## src/sv/dibsu_pkg.sv

```systemverilog
// Shared types and constants for the DIB scanline pixel unpacker.
`default_nettype none

package dibsu_pkg;

    typedef logic [7:0] byte_t;

    // pixel_mode codes
    localparam logic [2:0] MODE_1BPP  = 3'd0;
    localparam logic [2:0] MODE_4BPP  = 3'd1;
    localparam logic [2:0] MODE_8BPP  = 3'd2;
    localparam logic [2:0] MODE_16BPP = 3'd3;
    localparam logic [2:0] MODE_24BPP = 3'd4;
    localparam logic [2:0] MODE_32BPP = 3'd5;

    // configuration register indexes
    localparam logic [1:0] CFG_PIXEL_MODE = 2'd0;
    localparam logic [1:0] CFG_LINE_WIDTH = 2'd1;
    localparam logic [1:0] CFG_ROW_STRIDE = 2'd2;

    localparam logic [2:0]  RESET_PIXEL_MODE = MODE_8BPP;
    localparam logic [12:0] RESET_LINE_WIDTH = 13'd1;
    localparam logic [14:0] RESET_ROW_STRIDE = 15'd4;

    localparam logic [14:0] STRIDE_CAP = 15'd16384;
    localparam logic [3:0]  MAX_RESULTS = 4'd8;

    typedef enum logic [1:0] {
        KIND_BITS,
        KIND_NIBBLE,
        KIND_PASS
    } kind_t;

    // one classified input byte, handed from front to back
    typedef struct packed {
        byte_t      data;
        kind_t      kind;
        logic [3:0] count;     // results to emit, 1..8
        logic       row_end;   // row_end on the final result
    } cmd_t;

endpackage

`default_nettype wire

```

## src/sv/dibsu_front.sv

```systemverilog
// Front end: configuration registers, row tracking and classification of each input byte.
`default_nettype none

module dibsu_front
    import dibsu_pkg::*;
#(
    parameter int MAX_WIDTH = 4096
) (
    input  wire logic        aclk,
    input  wire logic        aresetn,
    input  wire logic        cfg_valid,
    output logic             cfg_ready,
    input  wire logic [1:0]  cfg_index,
    input  wire logic [14:0] cfg_data,
    input  wire logic        in_valid,
    output logic             in_ready,
    input  wire byte_t       in_byte,
    output logic             push,
    output cmd_t             push_cmd,
    input  wire logic        q_ready
);

    logic [2:0]  pixel_mode_reg, pixel_mode_next;
    logic [12:0] line_width_reg, line_width_next;
    logic [14:0] row_stride_reg, row_stride_next;
    logic [13:0] row_byte_pos_reg, row_byte_pos_next;
    logic [13:0] row_units_reg, row_units_next;

    logic [12:0] width_eff;
    logic [14:0] stride_eff;
    logic [2:0]  mode_eff;
    logic [14:0] pos_plus1;
    logic        end_of_row;
    logic [13:0] width14;
    logic        has_room;
    logic [13:0] remaining;
    logic [14:0] width15;
    logic [14:0] pass_lim;
    logic [3:0]  count;
    logic        cap_end;
    kind_t       kind;
    logic        accept;

    assign cfg_ready = 1'b1;
    assign in_ready  = q_ready;
    assign accept    = in_valid && q_ready;

    always_comb begin
        if (line_width_reg == 13'd0) begin
            width_eff = 13'd1;
        end else if (17'(line_width_reg) > 17'(MAX_WIDTH)) begin
            width_eff = 13'(MAX_WIDTH);
        end else begin
            width_eff = line_width_reg;
        end

        if (row_stride_reg == 15'd0) begin
            stride_eff = 15'd1;
        end else if (row_stride_reg > STRIDE_CAP) begin
            stride_eff = STRIDE_CAP;
        end else begin
            stride_eff = row_stride_reg;
        end

        mode_eff = (pixel_mode_reg > MODE_32BPP) ? MODE_8BPP : pixel_mode_reg;
    end

    always_comb begin
        pos_plus1  = 15'(row_byte_pos_reg) + 15'd1;
        end_of_row = (pos_plus1 >= stride_eff);
        width14    = 14'(width_eff);
        width15    = 15'(width_eff);
        has_room   = (row_units_reg < width14);
        remaining  = width14 - row_units_reg;
        pass_lim   = width15;
        count      = 4'd0;
        cap_end    = 1'b0;
        kind       = KIND_PASS;

        unique case (mode_eff)
            MODE_1BPP: begin
                kind = KIND_BITS;
                if (has_room) begin
                    count = (remaining >= 14'(MAX_RESULTS)) ? MAX_RESULTS : remaining[3:0];
                end
                cap_end = (row_units_reg + 14'(count) == width14);
            end
            MODE_4BPP: begin
                kind = KIND_NIBBLE;
                if (has_room) begin
                    count = (remaining >= 14'd2) ? 4'd2 : 4'd1;
                end
                cap_end = (row_units_reg + 14'(count) == width14);
            end
            default: begin
                // 8/16/24/32 bpp: one byte through while inside width * bytes per pixel
                unique case (mode_eff)
                    MODE_16BPP: pass_lim = width15 << 1;
                    MODE_24BPP: pass_lim = (width15 << 1) + width15;
                    MODE_32BPP: pass_lim = width15 << 2;
                    default:    pass_lim = width15;
                endcase
                if (15'(row_byte_pos_reg) < pass_lim) begin
                    count = 4'd1;
                end
                cap_end = (pos_plus1 == pass_lim);
            end
        endcase
    end

    always_comb begin
        push_cmd.data    = in_byte;
        push_cmd.kind    = kind;
        push_cmd.count   = count;
        push_cmd.row_end = end_of_row || cap_end;
        push             = accept && (count != 4'd0);
    end

    always_comb begin
        pixel_mode_next   = pixel_mode_reg;
        line_width_next   = line_width_reg;
        row_stride_next   = row_stride_reg;
        row_byte_pos_next = row_byte_pos_reg;
        row_units_next    = row_units_reg;

        if (cfg_valid) begin
            unique case (cfg_index)
                CFG_PIXEL_MODE: pixel_mode_next = cfg_data[2:0];
                CFG_LINE_WIDTH: line_width_next = cfg_data[12:0];
                CFG_ROW_STRIDE: row_stride_next = cfg_data;
                default: ;
            endcase
        end

        if (accept) begin
            if (end_of_row) begin
                row_byte_pos_next = 14'd0;
                row_units_next    = 14'd0;
            end else begin
                row_byte_pos_next = pos_plus1[13:0];
                if (kind != KIND_PASS) begin
                    row_units_next = row_units_reg + 14'(count);
                end
            end
        end
    end

    always_ff @(posedge aclk) begin
        if (!aresetn) begin
            pixel_mode_reg   <= RESET_PIXEL_MODE;
            line_width_reg   <= RESET_LINE_WIDTH;
            row_stride_reg   <= RESET_ROW_STRIDE;
            row_byte_pos_reg <= 14'd0;
            row_units_reg    <= 14'd0;
        end else begin
            pixel_mode_reg   <= pixel_mode_next;
            line_width_reg   <= line_width_next;
            row_stride_reg   <= row_stride_next;
            row_byte_pos_reg <= row_byte_pos_next;
            row_units_reg    <= row_units_next;
        end
    end

    row_restart_a: assert property (@(posedge aclk) disable iff (!aresetn)
        accept && end_of_row |=> (row_byte_pos_reg == 14'd0) && (row_units_reg == 14'd0))
        else $error("row counters not cleared at end of row");

endmodule

`default_nettype wire

```

## src/sv/dibsu_queue.sv

```systemverilog
// Short command queue between front and back.
`default_nettype none

module dibsu_queue
    import dibsu_pkg::*;
#(
    parameter int DEPTH = 4
) (
    input  wire logic aclk,
    input  wire logic aresetn,
    input  wire logic push,
    input  wire cmd_t push_cmd,
    output logic      push_ready,
    input  wire logic pop,
    output logic      pop_valid,
    output cmd_t      pop_cmd
);

    localparam int PtrW = (DEPTH > 1) ? $clog2(DEPTH) : 1;
    localparam int CntW = $clog2(DEPTH + 1);

    cmd_t            slot_reg [DEPTH];
    logic [PtrW-1:0] wr_ptr_reg, wr_ptr_next;
    logic [PtrW-1:0] rd_ptr_reg, rd_ptr_next;
    logic [CntW-1:0] fill_reg, fill_next;
    logic            do_push, do_pop;

    assign push_ready = (fill_reg != CntW'(DEPTH));
    assign pop_valid  = (fill_reg != '0);
    assign pop_cmd    = slot_reg[rd_ptr_reg];
    assign do_push    = push && push_ready;
    assign do_pop     = pop && pop_valid;

    always_comb begin
        wr_ptr_next = wr_ptr_reg;
        rd_ptr_next = rd_ptr_reg;
        if (do_push) begin
            wr_ptr_next = (wr_ptr_reg == PtrW'(DEPTH - 1)) ? '0 : wr_ptr_reg + PtrW'(1);
        end
        if (do_pop) begin
            rd_ptr_next = (rd_ptr_reg == PtrW'(DEPTH - 1)) ? '0 : rd_ptr_reg + PtrW'(1);
        end
        fill_next = fill_reg + CntW'(do_push) - CntW'(do_pop);
    end

    always_ff @(posedge aclk) begin
        if (do_push) begin
            slot_reg[wr_ptr_reg] <= push_cmd;
        end
    end

    always_ff @(posedge aclk) begin
        if (!aresetn) begin
            wr_ptr_reg <= '0;
            rd_ptr_reg <= '0;
            fill_reg   <= '0;
        end else begin
            wr_ptr_reg <= wr_ptr_next;
            rd_ptr_reg <= rd_ptr_next;
            fill_reg   <= fill_next;
        end
    end

    no_overflow_a: assert property (@(posedge aclk) disable iff (!aresetn)
        fill_reg <= CntW'(DEPTH))
        else $error("queue fill count beyond depth");

    empty_ptrs_a: assert property (@(posedge aclk) disable iff (!aresetn)
        (fill_reg == '0) |-> (wr_ptr_reg == rd_ptr_reg))
        else $error("queue empty but pointers differ");

endmodule

`default_nettype wire

```

## src/sv/dibsu_back.sv

```systemverilog
// Back end: expands one queued command into its result items, one per cycle while the output is not stalled.
`default_nettype none

module dibsu_back
    import dibsu_pkg::*;
(
    input  wire logic aclk,
    input  wire logic aresetn,
    input  wire logic q_valid,
    input  wire cmd_t q_cmd,
    output logic      q_pop,
    output logic      out_valid,
    input  wire logic out_ready,
    output byte_t     out_pixel,
    output logic      out_row_end,
    output logic      out_last
);

    cmd_t       cur_reg, cur_next;
    logic       cur_valid_reg, cur_valid_next;
    logic [2:0] idx_reg, idx_next;
    logic       out_valid_reg, out_valid_next;
    byte_t      out_pixel_reg, out_pixel_next;
    logic       out_row_end_reg, out_row_end_next;
    logic       out_last_reg, out_last_next;

    logic  out_free, emit, final_res, done;
    byte_t pixel;

    assign out_free  = !out_valid_reg || out_ready;
    assign emit      = cur_valid_reg && out_free;
    assign final_res = ({1'b0, idx_reg} + 4'd1 == cur_reg.count);
    assign done      = emit && final_res;
    assign q_pop     = q_valid && (!cur_valid_reg || done);

    always_comb begin
        unique case (cur_reg.kind)
            KIND_BITS:   pixel = {7'd0, cur_reg.data[3'd7 - idx_reg]};
            KIND_NIBBLE: pixel = idx_reg[0] ? {4'd0, cur_reg.data[3:0]}
                                            : {4'd0, cur_reg.data[7:4]};
            default:     pixel = cur_reg.data;
        endcase
    end

    always_comb begin
        cur_next       = cur_reg;
        cur_valid_next = cur_valid_reg;
        idx_next       = idx_reg;
        if (q_pop) begin
            cur_next       = q_cmd;
            cur_valid_next = 1'b1;
            idx_next       = 3'd0;
        end else if (done) begin
            cur_valid_next = 1'b0;
        end else if (emit) begin
            idx_next = idx_reg + 3'd1;
        end

        out_valid_next   = out_valid_reg;
        out_pixel_next   = out_pixel_reg;
        out_row_end_next = out_row_end_reg;
        out_last_next    = out_last_reg;
        if (emit) begin
            out_valid_next   = 1'b1;
            out_pixel_next   = pixel;
            out_last_next    = final_res;
            out_row_end_next = final_res && cur_reg.row_end;
        end else if (out_ready) begin
            out_valid_next = 1'b0;
        end
    end

    always_ff @(posedge aclk) begin
        cur_reg         <= cur_next;
        out_pixel_reg   <= out_pixel_next;
        out_row_end_reg <= out_row_end_next;
        out_last_reg    <= out_last_next;
    end

    always_ff @(posedge aclk) begin
        if (!aresetn) begin
            cur_valid_reg <= 1'b0;
            idx_reg       <= 3'd0;
            out_valid_reg <= 1'b0;
        end else begin
            cur_valid_reg <= cur_valid_next;
            idx_reg       <= idx_next;
            out_valid_reg <= out_valid_next;
        end
    end

    assign out_valid   = out_valid_reg;
    assign out_pixel   = out_pixel_reg;
    assign out_row_end = out_row_end_reg;
    assign out_last    = out_last_reg;

    count_range_a: assert property (@(posedge aclk) disable iff (!aresetn)
        cur_valid_reg |-> (cur_reg.count != 4'd0) && (cur_reg.count <= MAX_RESULTS)
                          && ({1'b0, idx_reg} < cur_reg.count))
        else $error("command count or index out of range");

    row_end_on_last_a: assert property (@(posedge aclk) disable iff (!aresetn)
        out_valid_reg && out_row_end_reg |-> out_last_reg)
        else $error("row end flagged on a non-final item");

endmodule

`default_nettype wire

```

## src/sv/dib_scanline_pixel_unpacker.sv

```systemverilog
// Path: an accepted byte goes through the command queue and the back end's command
// register to the output register on m_. Throughput: the back end emits one item per
// cycle while m_ is not stalled; a byte gives up to 8 items at 1 bpp, up to 2 at 4 bpp
// and 1 in the pass-through modes; padding bytes push no command and are accepted at
// one per cycle while the command queue has room. Reset (aresetn low, synchronous):
// 8 bpp, width 1, stride 4, row counters zero, queue and output register empty.
`default_nettype none

module dib_scanline_pixel_unpacker
    import dibsu_pkg::*;
#(
    parameter int MAX_WIDTH   = 4096,
    parameter int QUEUE_DEPTH = 4
) (
    input  wire logic        aclk,
    input  wire logic        aresetn,
    input  wire logic        cfg_valid,
    output logic             cfg_ready,
    input  wire logic [1:0]  cfg_index,
    input  wire logic [14:0] cfg_data,
    input  wire logic        s_tvalid,
    output logic             s_tready,
    input  wire logic [7:0]  s_tdata,   // [7:0] src_byte
    output logic             m_tvalid,
    input  wire logic        m_tready,
    output logic [7:0]       m_tdata,   // [7:0] pixel_byte
    output logic             m_tuser,   // [0] row_end
    output logic             m_tlast
);

    logic push, push_ready, q_valid, q_pop;
    cmd_t push_cmd, q_cmd;

    dibsu_front #(
        .MAX_WIDTH (MAX_WIDTH)
    ) u_front (
        .aclk      (aclk),
        .aresetn   (aresetn),
        .cfg_valid (cfg_valid),
        .cfg_ready (cfg_ready),
        .cfg_index (cfg_index),
        .cfg_data  (cfg_data),
        .in_valid  (s_tvalid),
        .in_ready  (s_tready),
        .in_byte   (s_tdata),
        .push      (push),
        .push_cmd  (push_cmd),
        .q_ready   (push_ready)
    );

    dibsu_queue #(
        .DEPTH (QUEUE_DEPTH)
    ) u_queue (
        .aclk       (aclk),
        .aresetn    (aresetn),
        .push       (push),
        .push_cmd   (push_cmd),
        .push_ready (push_ready),
        .pop        (q_pop),
        .pop_valid  (q_valid),
        .pop_cmd    (q_cmd)
    );

    dibsu_back u_back (
        .aclk        (aclk),
        .aresetn     (aresetn),
        .q_valid     (q_valid),
        .q_cmd       (q_cmd),
        .q_pop       (q_pop),
        .out_valid   (m_tvalid),
        .out_ready   (m_tready),
        .out_pixel   (m_tdata),
        .out_row_end (m_tuser),
        .out_last    (m_tlast)
    );

endmodule

`default_nettype wire
```

## config.mk

```make
export PLATFORM = sky130hd
export DESIGN_NAME = dib_scanline_pixel_unpacker
export DESIGN_NICKNAME = d
export VERILOG_FILES = /design/src/sv/dibsu_pkg.sv /design/src/sv/dibsu_front.sv /design/src/sv/dibsu_queue.sv /design/src/sv/dibsu_back.sv /design/src/sv/dib_scanline_pixel_unpacker.sv
export SDC_FILE = /design/constraint.sdc
export NUM_CORES = 1
export LEC_CHECK = 0
export BUFFER_PORTS_ARGS = -buffer_cell sky130_fd_sc_hd__buf_4
export CORE_ASPECT_RATIO = 1.75
export CORE_MARGIN = 2
export CORE_UTILIZATION = 35
export DETAILED_ROUTE_END_ITERATION = 6
export PLACE_DENSITY = 0.51
export SYNTH_ARGS = -nofsm -noshare
export SYNTH_HDL_FRONTEND = slang
export SYNTH_HIERARCHICAL = 1
export SYNTH_SLANG_ARGS = --single-unit
```

## constraint.sdc

```tcl
create_clock -name aclk -period 5.71 [get_ports aclk]
set_input_delay 0.8565 -clock aclk [delete_from_list [all_inputs] [get_ports aclk]]
set_output_delay 0.8565 -clock aclk [all_outputs]
set_load 0.01 [all_outputs]
```

# Yosys cells after proc, flatten, opt, wreduce, memory -nomap -nowiden
# Memories as Yosys holds them, arrays and structs flattened. A register that Yosys moved wholly into a read port is not among the register bits.
# Cells that the tools add are included.
# Widths: inputs -> output; s select.
word_totals:
  reg_bits: 81
  ram_bits: 60
  out_inout_bits: 13
  elab_cells: 116
  mem_count: 1
memory_table:
  columns: ["name", "words", "width", "rd", "rd_ports_with_merged_regs", "wr", "line_no", "rtl"]
  rows:
  - ["u_queue.slot_reg", 4, 15, 1, 1, 1, "dibsu_queue.sv:22", "cmd_t slot_reg [DEPTH];"]
op_classes:
  addsub: 13
  order_cmp: 9
  eq_ne: 15
  mux: 32
  n_bitwise: 2
  n_reduce_logical: 30
op_table:
  columns: ["op", "count"]
  rows:
  - ["$mux 15", 3]
  - ["$pmux 15 s3", 1]
  - ["$add 14x4->14", 3]
  - ["$mux 14", 3]
  - ["$eq 14x13->1", 2]
  - ["$mux 13", 2]
  - ["$mux 4", 6]
  - ["$pmux 8 s2", 1]
  - ["$add 14x1->15 const B", 1]
  - ["$add 14x13->15", 1]
  - ["$eq 15x15->1", 1]
  - ["$ge 15x15->1", 1]
  - ["$gt 15x15->1 const B", 1]
  - ["$logic_not 15->1", 1]
  - ["$lt 14x15->1", 1]
  - ["$ge 14x2->1 const B", 1]
  - ["$ge 14x4->1 const B", 1]
  - ["$lt 14x13->1", 1]
  - ["$sub 13x14->14", 1]
  - ["$gt 13x13->1 const B", 1]
  - ["$logic_not 13->1", 1]
  - ["$reduce_and 2->1", 5]
  - ["$logic_and 1x1->1", 8]
  - ["$mux 1", 8]
  - ["31 further kinds", 46]

# Longest topological paths before layout
depth:
  ltp_word: 14
  depth_mapped: 33

# By module
# The synthesis kept the hierarchy.
modules_own_cells:
  columns: ["mod", "instances", "cells_per_inst", "area_per_inst_um2"]
  rows:
  - ["dibsu_front", 1, 928, 6731.5]
  - ["dibsu_queue", 1, 130, 2646.3]
  - ["dibsu_back", 1, 86, 1282.5]

# Worst setup path before layout
# Ideal clock, no wire load.
synth_timing:
  path_kind: "register -> register"
  startpoint: "register u_front.line_width_reg[4]"
  endpoint: "register u_queue.fill_reg[2]"
  t_arrival_ns: 5.969
  required_ns: 5.595
  path_slack_ns: -0.374
  path_stages_with_launch: 32
  period_less_slack_ns: 6.084
  path_cell_list: "dfxtp_1 buf_6 nor4_4 a31oi_1 nor2_1 ha_1 inv_1 fa_1 nor2b_1 nor2_1 o41ai_4 nor4b_2 nor3_2 ha_1 a211o_1 nor3_1 a21oi_1 a221o_1 a31oi_1 o21ai_1 a21o_1 a41oi_1 and2_4 inv_1 ha_1 inv_1 ha_1 inv_1 fa_1 xnor2_1 xnor2_1 and2_1"
synth_between:
  elab_chain_len: 14
  elab_cells_between_ends: 25
  cone_classes: "add/sub: 4; order compare: 5; mux: 12; reduce/logical: 4"
synth_rtl:
  columns: ["element", "line_no", "rtl"]
  rows:
  - ["from (decl)", "dibsu_front.sv:24", "logic [12:0] line_width_reg, line_width_next;"]
  - ["from (signal assigned)", "dibsu_front.sv:157", "line_width_reg <= line_width_next;"]
  - ["$gt 13x13->1", "dibsu_front.sv:51", "end else if (17'(line_width_reg) > 17'(MAX_WIDTH)) begin"]
  - ["$mux 13", "dibsu_front.sv:51", null]
  - ["$mux 13 *", "dibsu_front.sv:49", "if (line_width_reg == 13'd0) begin"]
  - ["$add 14x13->15 / $sub 13x14->14 (equally long branches)", "dibsu_front.sv:99, dibsu_front.sv:74", null]
  - ["$pmux 15 s3, or another cell as far along", "dibsu_front.sv:97", "unique case (mode_eff)"]
  - ["$mux 15, or another cell as far along", "dibsu_front.sv:80", "unique case (mode_eff)"]
  - ["$lt 14x15->1, or another cell as far along", "dibsu_front.sv:103", "if (15'(row_byte_pos_reg) < pass_lim) begin"]
  - ["$mux 1 / $mux 4 (equally long branches)", "dibsu_front.sv:103, dibsu_front.sv:80", null]
  - ["$pmux 4 s2 *", "dibsu_front.sv:80", null]
  - ["$reduce_bool 4->1 *", "dibsu_front.sv:116", "push = accept && (count != 4'd0);"]
  - ["$logic_and 1x1->1 *", "dibsu_front.sv:116", null]
  - ["via push", "dib_scanline_pixel_unpacker.sv:31", "logic push, push_ready, q_valid, q_pop;"]
  - ["$logic_and 1x1->1 *", "dibsu_queue.sv:31", "assign do_push = push && push_ready;"]
  - ["$add 3x1->3 *", "dibsu_queue.sv:43", "fill_next = fill_reg + CntW'(do_push) - CntW'(do_pop);"]
  - ["$sub 3x1->3 *", "dibsu_queue.sv:43", null]
  - ["to (signal assigned)", "dibsu_queue.sv:60", "fill_reg <= fill_next;"]
  - ["to (decl)", "dibsu_queue.sv:25", "logic [CntW-1:0] fill_reg, fill_next;"]
# The timed path passes the listed nets; every way through them passes the cells marked *. The select of a mux whose other input is x is not followed.
# A chain may end at the register's enable or synchronous reset.

# Worst setup path in the final report
layout_timing:
  startpoint: "register u_front.line_width_reg[11]"
  endpoint: "register u_queue.fill_reg[2]"
# Same word-level chain as after synthesis.

==> results <==
- The flow ran to the end, but the final reports show violations.
- The final reports fail on setup timing.
- The worst-case register-to-register setup slack is -0.21 ns.
- Entering global routing, the biggest net connects 58 pins.
- The nature of the critical path startpoint is a flip-flop.
- The post-synth design cell area is 10,700 sq um.
- The leakage power is 5.14 nW.
- After detailed routing, the number of remaining DRC violations is 0.
- Setup repair after global routing could not meet its margin everywhere.
- Synthesis produced 1,144 cells.
- The initial antenna violation count came to 0.
- The worst hold path terminates at u_front/row_stride_reg[5].
- Global routing used 21.9% of the available tracks across all layers.
- Measured along the y axis, the die boundary spans 235 um.
- The commonest register cell after synthesis is sky130_fd_sc_hd__edfxtp_1.
- On the critical path, the stage with the largest delay is an instance of sky130_fd_sc_hd__fa_2.
- The number of synthesized flops with an enable pin is 85.
- The routed design has 34.6 mm of wire.
- The setup path with the least slack is of type reg2reg.
- The tool flagged a number of max-cap violations equal to 0.
- The synthesized area per cell is 9.32 sq um.
- The transition at the pin with the smallest max-transition slack is 1.06 ns.
- The floorplan step defined a die boundary enclosing 31,900 sq um.
- The first global-routing pass estimated 52.5 mm of wire.
- The net count after synthesis is 1,249.
- The time the worst path needs with I/O delays and setup is 5.92 ns.
- Clock skew on the completed layout was measured at 0.0125 ns.
- Dividing the detail-routed wire length by the instance count gives 20.5 um.
- The proportion of synthesized flip-flops having asynchronous set or reset is 0%.
- The startpoint of the worst hold path is u_front/row_stride_reg[5].
- The floorplan step set the die width to 136 um.
- The number of placement rows is 84.
- In this run the critical register-to-register path is launched from u_front/line_width_reg[11].
- For this block, the via count after detailed routing is 9,243.
- After synthesis, flip-flops and latches occupy 37.7% of the total area.
- In this run the worst path has a maximum fanout of 4.
- The standard cell area after detailed placement is 12,100 sq um.
- The path class of the lowest-slack min-delay path is reg2reg.
- The distinct cell type count of the synthesized netlist is 99.
- The clock latency on the worst-skew pair is 0.45 ns.
- The register with the most flip-flops in the layout has 60 of them.
- In this run the critical register-to-register path is captured at u_queue/fill_reg[2].
- The first detailed-routing pass took 5 iterations.
- The library cells used most frequently in the layout, excluding fill and tap cells, are sky130_fd_sc_hd__buf_4, sky130_fd_sc_hd__nand2_1, sky130_fd_sc_hd__edfxtp_1.
- The net count of the finished layout is 1,388.
- The number of nets with antenna violations after detailed routing is 0.
- After routing the design area is 13,200 sq um.
- The count of pins over their slew limit was 0.
- The core occupancy in the finished layout is 44.0%.
- The number of hold violations in the final report is 0.
- At the end of routability-driven placement, the weighted congestion stood at 0.935.
- For this design the top-level I/O count stands at 43.
- The least setup slack across all paths after layout is -0.213 ns.
- Setup violations remaining at the end of the flow were counted as 6.
- Summed over all layers, the global routing overflow is 0.
- In this design, the stage delay of the slowest critical-path cell is 0.40 ns.
- The number of antenna diodes is 0.
- For the worst setup path, the data required time is 6.05 ns.
- The worst pin sits at a relative slew slack of 29.2%.
- Counting every sink on the clock net gives 158.
- The clock tree from TritonCTS is yes.
- The total of fill cells in the finished design is 2,957.
- The via count of the first global-routing pass is 9,407.
- The worst IR drop on VDD is 0.332 mV.
- The kind of capture point of the worst setup path is a flip-flop.
- The worst path uses 104% of the clock period.
- The power per unit of standard cell area is 297 nW/um^2.
- Summed over all nets, the half-perimeter wirelength after detailed placement is 27.1 mm.
- The first-iteration detailed-routing DRC count is 645.
- After clock tree synthesis, the clock-pin slew on the worst setup and hold paths is 0.07 ns.
- The initial core utilization is 35.5%.
- Compared with the post-synthesis result, the final layout area differs by 24.1%.
- The register bit count reported by yosys is 158.
- The share of layout cells above drive strength 1 is 24.7%.
- After floorplanning, the core was sized to cover 30,100 sq um.
- The cell repeated most along the worst path is sky130_fd_sc_hd__inv_2.
- The signal arrival time at the worst endpoint is 6.27 ns.
- The library cell used most frequently in the layout, excluding fill and tap cells, is sky130_fd_sc_hd__buf_4.
- The warning count from the yosys run is 6.
- The cell at the root of the clock tree is sky130_fd_sc_hd__clkbuf_16.
- The number of instances on the worst hold path is 2.
- The total CTS buffers is 17.
- The vias per cell is 5.49.
- The clock passes through at most 2 buffers.
- For the worst flop-to-flop path, the logic depth is 33.
- The total of buffers placed on input and output ports is 41.
- The tightest hold margin is 0.488 ns.
- Based on the critical path, the design can be clocked at up to 169 MHz.
- The H-tree generated during clock tree synthesis spans 4 levels.
-- cell usage after synthesis (all sizes together), types with 4 or more instances --
| master | count | share of area, % |
|---|---|---|
| nand3 | 25 | 1.2 |
| o21a | 7 | 0.49 |
| and2 | 12 | 0.74 |
| xor2 | 15 | 1.2 |
| nor2b | 24 | 1.4 |
| edfxtp | 85 | 24 |
| buf | 20 | 1.3 |
| a22oi | 12 | 0.85 |
| mux2i | 6 | 0.56 |
| dfxtp | 73 | 14 |
| nand2b | 10 | 0.59 |
| ha | 70 | 8.2 |
| o211ai | 7 | 0.49 |
| nor4 | 13 | 1.2 |
| a21o | 21 | 1.5 |
| o22ai | 9 | 0.53 |
| a211oi | 10 | 0.82 |
| or2 | 5 | 0.32 |
| mux4 | 17 | 3.6 |
| nor3 | 33 | 1.6 |
| or3 | 13 | 0.82 |
| xnor2 | 49 | 4.0 |
| clkbuf | 35 | 1.2 |
| nand2 | 145 | 5.1 |
| o21ai | 63 | 3.0 |
| fa | 5 | 0.94 |
| a221o | 4 | 0.38 |
| o31ai | 10 | 0.75 |
| nand3b | 11 | 0.77 |
| nand4 | 13 | 0.76 |
| a21oi | 56 | 2.7 |
| and3 | 17 | 1.0 |
| a21boi | 34 | 2.4 |
| nor2 | 64 | 2.3 |
| a31oi | 15 | 1.1 |
| a22o | 9 | 0.74 |
| inv | 63 | 2.2 |
-- area by class of cell --
type                       instances  area [sq um]  share of cell area (%)
sequential                       158          4020                    30.4
clock inverter                    15           180                    1.36
multi-input combinational        867          6500                    49.1
tap                              387           484                    3.66
timing repair buffer             175          1380                    10.4
clock buffer                      17           425                    3.21
inverter                          64           243                    1.83
-- layer usage --
metal	global-route usage, %	vias up	share of wire (%)
met5	0	-	0
met4	14.9	0	7.1
met3	2.78	109	3.1
met2	43.2	257	57
met1	20.0	4415	33
li1	-	4462	-
-- where the power goes --
part / switching, W / total, W / internal [W]
sequential: 0.000162 / 0.00161 / 0.00145
combinational: 0.000581 / 0.00114 / 0.000554
clock: 0.000533 / 0.00119 / 0.000660
-- what timing repair did --
action                     in CTS  in global routing
hold buffers                    0                  0
setup endpoints to repair      17                 20
gates resized for setup        30                 45
setup buffers                  13                  9
pin swaps                      32                 31
-- worst max path at each step --
stage / cells after the start / to / from
after CTS: 32 / u_queue/fill_reg[2] / u_front/line_width_reg[8]
after detailed placement: 31 / u_queue/fill_reg[2] / u_front/line_width_reg[11]
final: 33 / u_queue/fill_reg[2] / u_front/line_width_reg[11]
after global placement: 30 / u_front/row_units_reg[12] / u_front/line_width_reg[11]
after floorplan: 30 / u_queue/fill_reg[2] / u_front/line_width_reg[6]
after global routing: 31 / u_queue/fill_reg[2] / u_front/line_width_reg[6]
-- critical path, delay by kind of cell (launching register included) --
kind	cells	cell delay (ns)
buf+inv	5	0.37
simple gates	8	1.21
mux	1	0.22
fa+ha+maj	6	1.55
compound gates	11	1.87
xor+xnor	2	0.26
flops	1	0.33
-- logic make-up after synthesis --
| kind of cell | after synthesis | synth area share (%) |
|---|---|---|
| AND/OR/NAND/NOR | 405 | 19.4 |
| flip-flops | 158 | 37.7 |
| XOR/XNOR | 64 | 5.26 |
| adder cells (fa/ha/maj) | 75 | 9.15 |
| other | 1 | 0.0352 |
| multiplexers | 24 | 4.26 |
| AO/OA/AOI/OAI | 298 | 19.4 |
| buffers and inverters | 119 | 4.80 |
-- through the flow --
step	instances	TNS [ns]	setup slack, ns	power [W]
after floorplan	1144	-0.0608	-0.0608	0.00233
after global placement	1630	-2.22	-0.243	0.00271
after detailed placement	1630	-3.95	-0.374	0.00274
after CTS	1675	-1.24	-0.263	0.00395
after global routing	1683	-3.70	-0.495	0.00414
final	1683	-0.648	-0.213	0.00394
Power figures use the tool's default switching activity.
